==> config.mk <==
export PLATFORM = sky130hd
export DESIGN_NAME = indexed_shift_array_top
export DESIGN_NICKNAME = d
export VERILOG_FILES = /design/src/rtl/isa_pkg.sv /design/src/rtl/isa_ctrl.sv /design/src/rtl/isa_dp.sv /design/src/rtl/indexed_shift_array_top.sv
export SDC_FILE = /design/constraint.sdc
export NUM_CORES = 2
export LEC_CHECK = 0
export BUFFER_PORTS_ARGS = -buffer_cell sky130_fd_sc_hd__clkbuf_2
export CORE_AREA = 2 2 447 493
export DETAILED_ROUTE_END_ITERATION = 12
export DIE_AREA = 0 0 449 495
export PLACE_DENSITY = 0.57
export RECOVER_POWER = 50
export SLEW_MARGIN = 40
export SYNTH_ARGS = -nofsm -noshare
export SYNTH_HDL_FRONTEND = slang
export SYNTH_SLANG_ARGS = --single-unit
==> constraint.sdc <==
create_clock -name i_clk -period 15.4 [get_ports i_clk]
set_input_delay 3.08 -clock i_clk [delete_from_list [all_inputs] [get_ports i_clk]]
set_output_delay 3.08 -clock i_clk [all_outputs]
set_load 0.005 [all_outputs]
==> src/rtl/isa_pkg.sv <==
`timescale 1ns / 1ps

package isa_pkg;

    localparam int POS_W = 6;

    localparam logic [2:0] OP_PUSH   = 3'd0;
    localparam logic [2:0] OP_INSERT = 3'd1;
    localparam logic [2:0] OP_POP    = 3'd2;
    localparam logic [2:0] OP_REMOVE = 3'd3;
    localparam logic [2:0] OP_GET    = 3'd4;
    localparam logic [2:0] OP_SET    = 3'd5;

    localparam logic [1:0] ST_OK        = 2'd0;
    localparam logic [1:0] ST_BAD_INDEX = 2'd1;
    localparam logic [1:0] ST_EMPTY     = 2'd2;
    localparam logic [1:0] ST_FULL      = 2'd3;

    typedef struct packed {
        logic [2:0]         opcode;
        logic [POS_W-1:0]   position;
        logic signed [31:0] word_in;
    } t_request;

    typedef struct packed {
        logic signed [31:0] word_out;
        logic [1:0]         status;
        logic [6:0]         entry_count;
        logic               is_empty;
    } t_result;

    typedef enum logic [2:0] {
        S_IDLE,
        S_DECODE,
        S_READ,
        S_INS_RD,
        S_INS_WR,
        S_REM_RD,
        S_REM_WR
    } t_state;

    typedef enum logic [1:0] {
        RD_AT_POS,
        RD_AT_LAST,
        RD_BELOW_IDX,
        RD_ABOVE_IDX
    } t_rd_sel;

    typedef enum logic [1:0] {
        WR_AT_COUNT,
        WR_AT_POS,
        WR_AT_IDX
    } t_wr_sel;

    typedef enum logic [2:0] {
        IDX_HOLD,
        IDX_COUNT,
        IDX_POS,
        IDX_DEC,
        IDX_INC
    } t_idx_op;

    typedef enum logic [1:0] {
        CNT_HOLD,
        CNT_INC,
        CNT_DEC
    } t_cnt_op;

    typedef struct packed {
        logic    load;
        logic    rd_en;
        t_rd_sel rd_sel;
        logic    wr_en;
        t_wr_sel wr_sel;
        t_idx_op idx_op;
        t_cnt_op cnt_op;
        logic    finish;
        logic    use_rd;
    } t_cmd;

    typedef struct packed {
        logic [2:0] op;
        logic       fault;
        logic       sweep_done;
    } t_stat;

endpackage

==> src/rtl/isa_ctrl.sv <==
`timescale 1ns / 1ps

module isa_ctrl (
    input  logic          i_clk,
    input  logic          i_rst_n,
    input  logic          i_start,
    input  isa_pkg::t_stat i_stat,
    output logic          o_busy,
    output isa_pkg::t_cmd o_cmd
);
    import isa_pkg::*;

    t_state r_state;
    t_state n_state;

    always_ff @(posedge i_clk) begin
        if (!i_rst_n) begin
            r_state <= S_IDLE;
        end else begin
            r_state <= n_state;
        end
    end

    always_comb begin
        n_state      = r_state;
        o_cmd.load   = 1'b0;
        o_cmd.rd_en  = 1'b0;
        o_cmd.rd_sel = RD_AT_POS;
        o_cmd.wr_en  = 1'b0;
        o_cmd.wr_sel = WR_AT_COUNT;
        o_cmd.idx_op = IDX_HOLD;
        o_cmd.cnt_op = CNT_HOLD;
        o_cmd.finish = 1'b0;
        o_cmd.use_rd = 1'b0;
        o_busy       = (r_state != S_IDLE);
        case (r_state)
            S_IDLE: begin
                if (i_start) begin
                    o_cmd.load = 1'b1;
                    n_state    = S_DECODE;
                end
            end
            S_DECODE: begin
                if (i_stat.fault) begin
                    o_cmd.finish = 1'b1;
                    n_state      = S_IDLE;
                end else begin
                    case (i_stat.op)
                        OP_PUSH: begin
                            o_cmd.wr_en  = 1'b1;
                            o_cmd.wr_sel = WR_AT_COUNT;
                            o_cmd.cnt_op = CNT_INC;
                            o_cmd.finish = 1'b1;
                            n_state      = S_IDLE;
                        end
                        OP_SET: begin
                            o_cmd.wr_en  = 1'b1;
                            o_cmd.wr_sel = WR_AT_POS;
                            o_cmd.finish = 1'b1;
                            n_state      = S_IDLE;
                        end
                        OP_GET: begin
                            o_cmd.rd_en  = 1'b1;
                            o_cmd.rd_sel = RD_AT_POS;
                            n_state      = S_READ;
                        end
                        OP_POP: begin
                            o_cmd.rd_en  = 1'b1;
                            o_cmd.rd_sel = RD_AT_LAST;
                            n_state      = S_READ;
                        end
                        OP_INSERT: begin
                            o_cmd.idx_op = IDX_COUNT;
                            n_state      = S_INS_RD;
                        end
                        OP_REMOVE: begin
                            o_cmd.idx_op = IDX_POS;
                            n_state      = S_REM_RD;
                        end
                        default: begin
                            o_cmd.finish = 1'b1;
                            n_state      = S_IDLE;
                        end
                    endcase
                end
            end
            S_READ: begin
                o_cmd.finish = 1'b1;
                o_cmd.use_rd = 1'b1;
                o_cmd.cnt_op = (i_stat.op == OP_POP) ? CNT_DEC : CNT_HOLD;
                n_state      = S_IDLE;
            end
            // Insert walks down from the back, moving one entry up per pass.
            S_INS_RD: begin
                if (i_stat.sweep_done) begin
                    o_cmd.wr_en  = 1'b1;
                    o_cmd.wr_sel = WR_AT_POS;
                    o_cmd.cnt_op = CNT_INC;
                    o_cmd.finish = 1'b1;
                    n_state      = S_IDLE;
                end else begin
                    o_cmd.rd_en  = 1'b1;
                    o_cmd.rd_sel = RD_BELOW_IDX;
                    n_state      = S_INS_WR;
                end
            end
            S_INS_WR: begin
                o_cmd.wr_en  = 1'b1;
                o_cmd.wr_sel = WR_AT_IDX;
                o_cmd.idx_op = IDX_DEC;
                n_state      = S_INS_RD;
            end
            // Remove walks up from the removed slot, moving one entry down per pass.
            S_REM_RD: begin
                if (i_stat.sweep_done) begin
                    o_cmd.cnt_op = CNT_DEC;
                    o_cmd.finish = 1'b1;
                    n_state      = S_IDLE;
                end else begin
                    o_cmd.rd_en  = 1'b1;
                    o_cmd.rd_sel = RD_ABOVE_IDX;
                    n_state      = S_REM_WR;
                end
            end
            S_REM_WR: begin
                o_cmd.wr_en  = 1'b1;
                o_cmd.wr_sel = WR_AT_IDX;
                o_cmd.idx_op = IDX_INC;
                n_state      = S_REM_RD;
            end
            default: begin
                n_state = S_IDLE;
            end
        endcase
    end

endmodule

==> src/rtl/isa_dp.sv <==
`timescale 1ns / 1ps

module isa_dp #(
    parameter int CAPACITY   = 64,
    parameter int WORD_WIDTH = 32
) (
    input  logic              i_clk,
    input  logic              i_rst_n,
    input  isa_pkg::t_request i_req,
    input  isa_pkg::t_cmd     i_cmd,
    output isa_pkg::t_stat    o_stat,
    output logic              o_done,
    output isa_pkg::t_result  o_result
);
    import isa_pkg::*;

    localparam int AW = (CAPACITY > 1) ? $clog2(CAPACITY) : 1;
    localparam int CW = $clog2(CAPACITY + 1);
    localparam int PW = (CW > POS_W) ? CW : POS_W;
    localparam logic [CW-1:0] CAP = CW'(CAPACITY);

    logic [WORD_WIDTH-1:0] r_mem [CAPACITY];
    logic [WORD_WIDTH-1:0] r_rd_data;
    logic [WORD_WIDTH-1:0] r_word;
    logic [2:0]            r_op;
    logic [POS_W-1:0]      r_pos;
    logic [CW-1:0]         r_count;
    logic [CW-1:0]         n_count;
    logic [CW-1:0]         r_idx;
    logic [CW-1:0]         n_idx;
    logic                  r_done;
    t_result               r_result;
    t_result               n_result;

    logic [PW-1:0]         pos_ext;
    logic [PW-1:0]         cnt_ext;
    logic [CW-1:0]         cnt_m1;
    logic [CW-1:0]         idx_m1;
    logic [CW-1:0]         idx_p1;
    logic                  full;
    logic [1:0]            code;
    logic [AW-1:0]         rd_addr;
    logic [AW-1:0]         wr_addr;
    logic [WORD_WIDTH-1:0] wr_data;
    logic [63:0]           in_wide;
    logic [63:0]           rd_wide;

    assign in_wide = 64'($signed(i_req.word_in));
    assign rd_wide = 64'($signed(r_rd_data));

    assign pos_ext = PW'(r_pos);
    assign cnt_ext = PW'(r_count);
    assign cnt_m1  = r_count - 1'b1;
    assign idx_m1  = r_idx - 1'b1;
    assign idx_p1  = r_idx + 1'b1;
    assign full    = (r_count == CAP);

    // The checks only ever see the count from before the request, because the
    // count changes in the same cycle that the result is captured.
    always_comb begin
        case (r_op)
            OP_PUSH: begin
                code = full ? ST_FULL : ST_OK;
            end
            OP_INSERT: begin
                if (pos_ext > cnt_ext) begin
                    code = ST_BAD_INDEX;
                end else begin
                    code = full ? ST_FULL : ST_OK;
                end
            end
            OP_POP: begin
                code = (r_count == '0) ? ST_EMPTY : ST_OK;
            end
            OP_REMOVE, OP_GET, OP_SET: begin
                code = (pos_ext >= cnt_ext) ? ST_BAD_INDEX : ST_OK;
            end
            default: begin
                code = ST_OK;
            end
        endcase
    end

    always_comb begin
        o_stat.op    = r_op;
        o_stat.fault = (code != ST_OK);
        if (r_op == OP_INSERT) begin
            o_stat.sweep_done = (PW'(r_idx) == pos_ext);
        end else begin
            o_stat.sweep_done = (idx_p1 == r_count);
        end
    end

    always_comb begin
        case (i_cmd.rd_sel)
            RD_AT_POS:    rd_addr = pos_ext[AW-1:0];
            RD_AT_LAST:   rd_addr = cnt_m1[AW-1:0];
            RD_BELOW_IDX: rd_addr = idx_m1[AW-1:0];
            RD_ABOVE_IDX: rd_addr = idx_p1[AW-1:0];
            default:      rd_addr = pos_ext[AW-1:0];
        endcase
    end

    always_comb begin
        case (i_cmd.wr_sel)
            WR_AT_COUNT: begin
                wr_addr = r_count[AW-1:0];
                wr_data = r_word;
            end
            WR_AT_POS: begin
                wr_addr = pos_ext[AW-1:0];
                wr_data = r_word;
            end
            WR_AT_IDX: begin
                wr_addr = r_idx[AW-1:0];
                wr_data = r_rd_data;
            end
            default: begin
                wr_addr = r_count[AW-1:0];
                wr_data = r_word;
            end
        endcase
    end

    always_comb begin
        case (i_cmd.cnt_op)
            CNT_INC: n_count = r_count + 1'b1;
            CNT_DEC: n_count = cnt_m1;
            default: n_count = r_count;
        endcase
    end

    always_comb begin
        case (i_cmd.idx_op)
            IDX_COUNT: n_idx = r_count;
            IDX_POS:   n_idx = pos_ext[CW-1:0];
            IDX_DEC:   n_idx = idx_m1;
            IDX_INC:   n_idx = idx_p1;
            default:   n_idx = r_idx;
        endcase
    end

    always_comb begin
        n_result.word_out    = i_cmd.use_rd ? rd_wide[31:0] : '0;
        n_result.status      = code;
        n_result.entry_count = 7'(n_count);
        n_result.is_empty    = (n_count == '0);
    end

    always_ff @(posedge i_clk) begin
        if (i_cmd.wr_en) begin
            r_mem[wr_addr] <= wr_data;
        end
        if (i_cmd.rd_en) begin
            r_rd_data <= r_mem[rd_addr];
        end
    end

    always_ff @(posedge i_clk) begin
        if (i_cmd.load) begin
            r_op   <= i_req.opcode;
            r_pos  <= i_req.position;
            r_word <= in_wide[WORD_WIDTH-1:0];
        end
        r_idx <= n_idx;
        if (i_cmd.finish) begin
            r_result <= n_result;
        end
    end

    always_ff @(posedge i_clk) begin
        if (!i_rst_n) begin
            r_count <= '0;
            r_done  <= 1'b0;
        end else begin
            r_count <= n_count;
            r_done  <= i_cmd.finish;
        end
    end

    assign o_done   = r_done;
    assign o_result = r_result;

    a_count_bound: assert property (@(posedge i_clk) disable iff (!i_rst_n)
        r_count <= CAP)
        else $error("entry count exceeds capacity");

    a_error_keeps_count: assert property (@(posedge i_clk) disable iff (!i_rst_n)
        (r_done && r_result.status != ST_OK) |-> (r_count == $past(r_count)))
        else $error("failed request changed the entry count");

    a_count_reported: assert property (@(posedge i_clk) disable iff (!i_rst_n)
        r_done |-> (r_result.entry_count == 7'(r_count)))
        else $error("reported count differs from stored count");

endmodule

==> src/rtl/indexed_shift_array_top.sv <==
`timescale 1ns / 1ps
// Ordered array of signed words with fixed capacity, driven one request at a time.
// Request channel: a request transfers on a rising edge where start is high and
// busy is low; it carries opcode, position and word_in in i_req.
// Result channel: o_done is high for exactly one cycle with o_result valid; the
// receiver cannot stall, so each result is taken in that cycle.
// Steps after the request transfer: push, set, errors and unused opcodes finish in
// the decode state; get and pop add a read state; insert and remove add a read
// and a write state per moved entry and then a final state that finishes.
// The shifts run through a memory with one read and one write port; each moved
// entry takes a read state and a write state. busy is low again in the cycle
// o_done is high, so the next request can transfer at the same edge as the result.
// One request is in flight at a time.
// Reset empties the array (count zero) and clears o_done; stored words are not
// cleared, since no entry is read before it has been written.
module indexed_shift_array_top #(
    parameter int CAPACITY   = 64,
    parameter int WORD_WIDTH = 32
) (
    input  logic              i_clk,
    input  logic              i_rst_n,
    input  logic              start,
    output logic              busy,
    input  isa_pkg::t_request i_req,
    output logic              o_done,
    output isa_pkg::t_result  o_result
);
    import isa_pkg::*;

    t_cmd  cmd;
    t_stat stat;

    isa_ctrl u_ctrl (
        .i_clk   (i_clk),
        .i_rst_n (i_rst_n),
        .i_start (start),
        .i_stat  (stat),
        .o_busy  (busy),
        .o_cmd   (cmd)
    );

    isa_dp #(
        .CAPACITY   (CAPACITY),
        .WORD_WIDTH (WORD_WIDTH)
    ) u_dp (
        .i_clk    (i_clk),
        .i_rst_n  (i_rst_n),
        .i_req    (i_req),
        .i_cmd    (cmd),
        .o_stat   (stat),
        .o_done   (o_done),
        .o_result (o_result)
    );

    a_transfer_busy: assert property (@(posedge i_clk) disable iff (!i_rst_n)
        (start && !busy) |=> busy)
        else $error("busy not raised after a request transfer");

    a_done_idle: assert property (@(posedge i_clk) disable iff (!i_rst_n)
        o_done |-> !busy)
        else $error("result strobe while still busy");

endmodule

==> results.md <==
* Status: finished, violations left
* Failing checks: capacitance limit, slew limit
* Post-layout min period at 9.59 ns
* Yosys cell types at 71
* Count leader, synth: edfxtp_1
* HP Class: flop to flop
* Setup bufs post-CTS at 0
* Mean Syn Cell Area at between 10 and 15 um^2
* Area leader, netlist: edfxtp_1
* Syn Nets at between 5,000 and 6,000
* Post-DP HPWL at 151,000 um
* Cts repair resizes at 0
* Io pins at 88
* Initial drt markers at 7,189
* Slowest cell delay on critical path at 2.87 ns
* Total core area at 218,000 um^2
* Post-synthesis sequential area ratio at 75.7%
* CTS Buf Count at 205
* TritonRoute pass-1 iters at 6
* Worst EP required at 15.45 ns
* Die width at around 450 um
* Slew headroom at -175%
* Layout Skew at 0.0402 ns
* Number of synthesized flops with an enable pin at 2,170
* All-layer global routing usage at 24.1%
* Max_cap viols at 40
* Worst path slowest cell: clkbuf_1
* Most used DFF post-synth: edfxtp_1
* F_max at 0.104 GHz
* Cells after synthesis at just under 6,000
* Initial Util at 39.7%
* Initial antenna violation count at 27
* P&R area growth vs syn at 12.4%
* PwrDens at roughly 130 nW/um^2
* Vias after detailed routing at around 54,000
* Vias per inst at 5.92
* Remaining DRCs at 0
* CTS Root Cell: clkbuf_16
* FFs w/ async S/R, synth at 0%
* WL final at 275,000 um
* Rows at between 150 and 200
* Synth Register Bits at 2,181
* Total chip power at 12.2 mW
* Top post-synthesis cells by count: 2,170 x edfxtp_1, 1,187 x nand2_1, 272 x mux2i_1
* Largest net degree at the start of global routing at 172
* Max clock buf depth at 3
* Crit path max-delay family: buffers and inverters
* Clock sinks at 2,181
* VDD IR-drop max at 0.000130 V
* Mapped Area at around 86,000 um^2
* Layout cell share with drive strength beyond 1 at 9.86%
* Leakage at approximately 32 nW
* Worst Setup Start Kind: flop
* Final setup vio count at 0
* Layout Nets at 6,003
* # port buffers at 87
* Crit Path Class: flop to flop
* Vert. Die Dim at 495 um
* Top cell type's share of synthesized area at 75.5%
* Total grt overflow at 0
* Worst-path clk slew at 0.07 ns
* Vias in the first global route at about 50,000
* YS warnings at 0
* Crit Path Max Fanout at 64
* Clock latency on the worst-skew pair at about 0.86 ns
* CTS tree: yes
* Hold_buf cts at 0
* Final count of hold timing violations at 0
* Worst-margin pin slew at 4.12 ns
* Gp weighted congestion at 0.880
* Slew Viols, Final at approximately 2,100
* Arr. time, crit path at 9.63 ns
* Post-route antenna net violation count at 0
* Hold slack final at roughly 0.72 ns
* H-tree depth at 4
* Buf/Inv on CP at 3
* Setup_tns at 0 ns
* Avg WL per Cell at 30.4 um
* Crit-path cells: ha_1, and3_1, xnor2_1, o22ai_1, a211o_1, nand2_1, a32o_1, and2_0, inv_1, ha_1, clkbuf_1, mux2_2, clkbuf_1
* Synth top area cells: edfxtp_1 75%, nand2_1 5.2%, mux2i_1 3.2%, and3_1 1.8%, a31oi_1 1.7%
* Setup crit end kind: flop
* Die area at 222,000 um^2
* Fin crit share at 62.2%
* First-pass GRT wire length at ~380,000 um
* RSZ-0062 raised after global routing: false
worst paths after layout:
check	cells past startpoint	startpoint	endpoint	slack [ns]
max	13	u_dp.r_idx[0]	u_dp.r_mem[59][17]	5.81
min	1	u_dp.r_rd_data[6]	u_dp.o_result[16]	0.72
max reg2reg	13	u_dp.r_idx[0]	u_dp.r_mem[59][17]	5.81
min reg2reg	1	u_dp.r_rd_data[6]	u_dp.o_result[16]	0.72
stage by stage:
stage / util, % / cells / instance area (um^2) / worst slack (ns)
5_1_grt: 44.6 / 9037 / 97100 / 5.36
4_1_cts: 44.7 / 9015 / 97200 / 8.55
3_3_place_gp: 41.7 / 8640 / 90800 / 6.10
6_report: 44.6 / 9045 / 97100 / 5.81
3_5_place_dp: 41.8 / 8644 / 91000 / 8.61
2_1_floorplan: - / 5868 / 86400 / 8.59
per-layer routing:
| layer | vias up | share of wire, % | global-route usage (%) | routed length, um |
|---|---|---|---|---|
| met1 | 27500 | 40 | 32.6 | 109000 |
| li1 | 22800 | - | - | - |
| met2 | 2741 | 46 | 38.5 | 127000 |
| met4 | 10 | 4.6 | 10.1 | 12600 |
| met5 | - | 0.027 | 0 | 75 |
| met3 | 490 | 9.4 | 4.32 | 25800 |
power breakdown:
| part | internal [mW] | switching, mW | leakage [nW] |
|---|---|---|---|
| Combinational | 0.215 | 0.660 | 9.06 |
| Clock | 2.58 | 2.17 | 3.00 |
| Sequential | 6.59 | 0.0195 | 19.6 |
placed cells by master, fill, tap and decap left out, drive strengths merged, types with 127 or more instances in the layout:
cell,synthesis,layout
a31oi,235,235
mux2i,272,272
and3,253,253
a211oi,187,187
buf,199,143
a21oi,226,226
edfxtp,2170,2170
clkbuf,203,393
nand2,1188,1188
o22ai,127,127
layout make-up:
| type | instances | area [um^2] |
|---|---|---|
| diodes | 25 | 62.6 |
| fillers | 19200 | 120000 |
| multi-input cells | 3259 | 20000 |
| inverters | 26 | 97.6 |
| repair buffers | 271 | 1760 |
| flip-flops and latches | 2181 | 65400 |
| well taps | 2912 | 3640 |
| clock inverters | 106 | 703 |
| clock buffers | 265 | 5460 |
cells by family (layout without fill, tap and decap cells):
logic type | after synthesis | in the layout | share of synthesized area [%]
buf+inv | 428 | 668 | 2.11
other cells | 0 | 25 | 0
mux | 312 | 312 | 3.77
fa+ha+maj | 15 | 15 | 0.217
simple gates | 1812 | 1812 | 9.35
flops | 2181 | 2181 | 75.7
xor+xnor | 28 | 28 | 0.284
compound gates | 1092 | 1092 | 8.55
state kept, by name, summed over array words and instances (netlist names):
signal	cells
u_dp.r_pos	6
u_dp.o_done	1
u_ctrl.r_state	3
u_dp.r_mem	2048
u_dp.cnt_ext	7
u_dp.r_word	32
u_dp.r_rd_data	32
u_dp.o_result	42
u_dp.r_op	3
u_dp.r_idx	7
No activity file was read; power rests on OpenSTA's default activity.
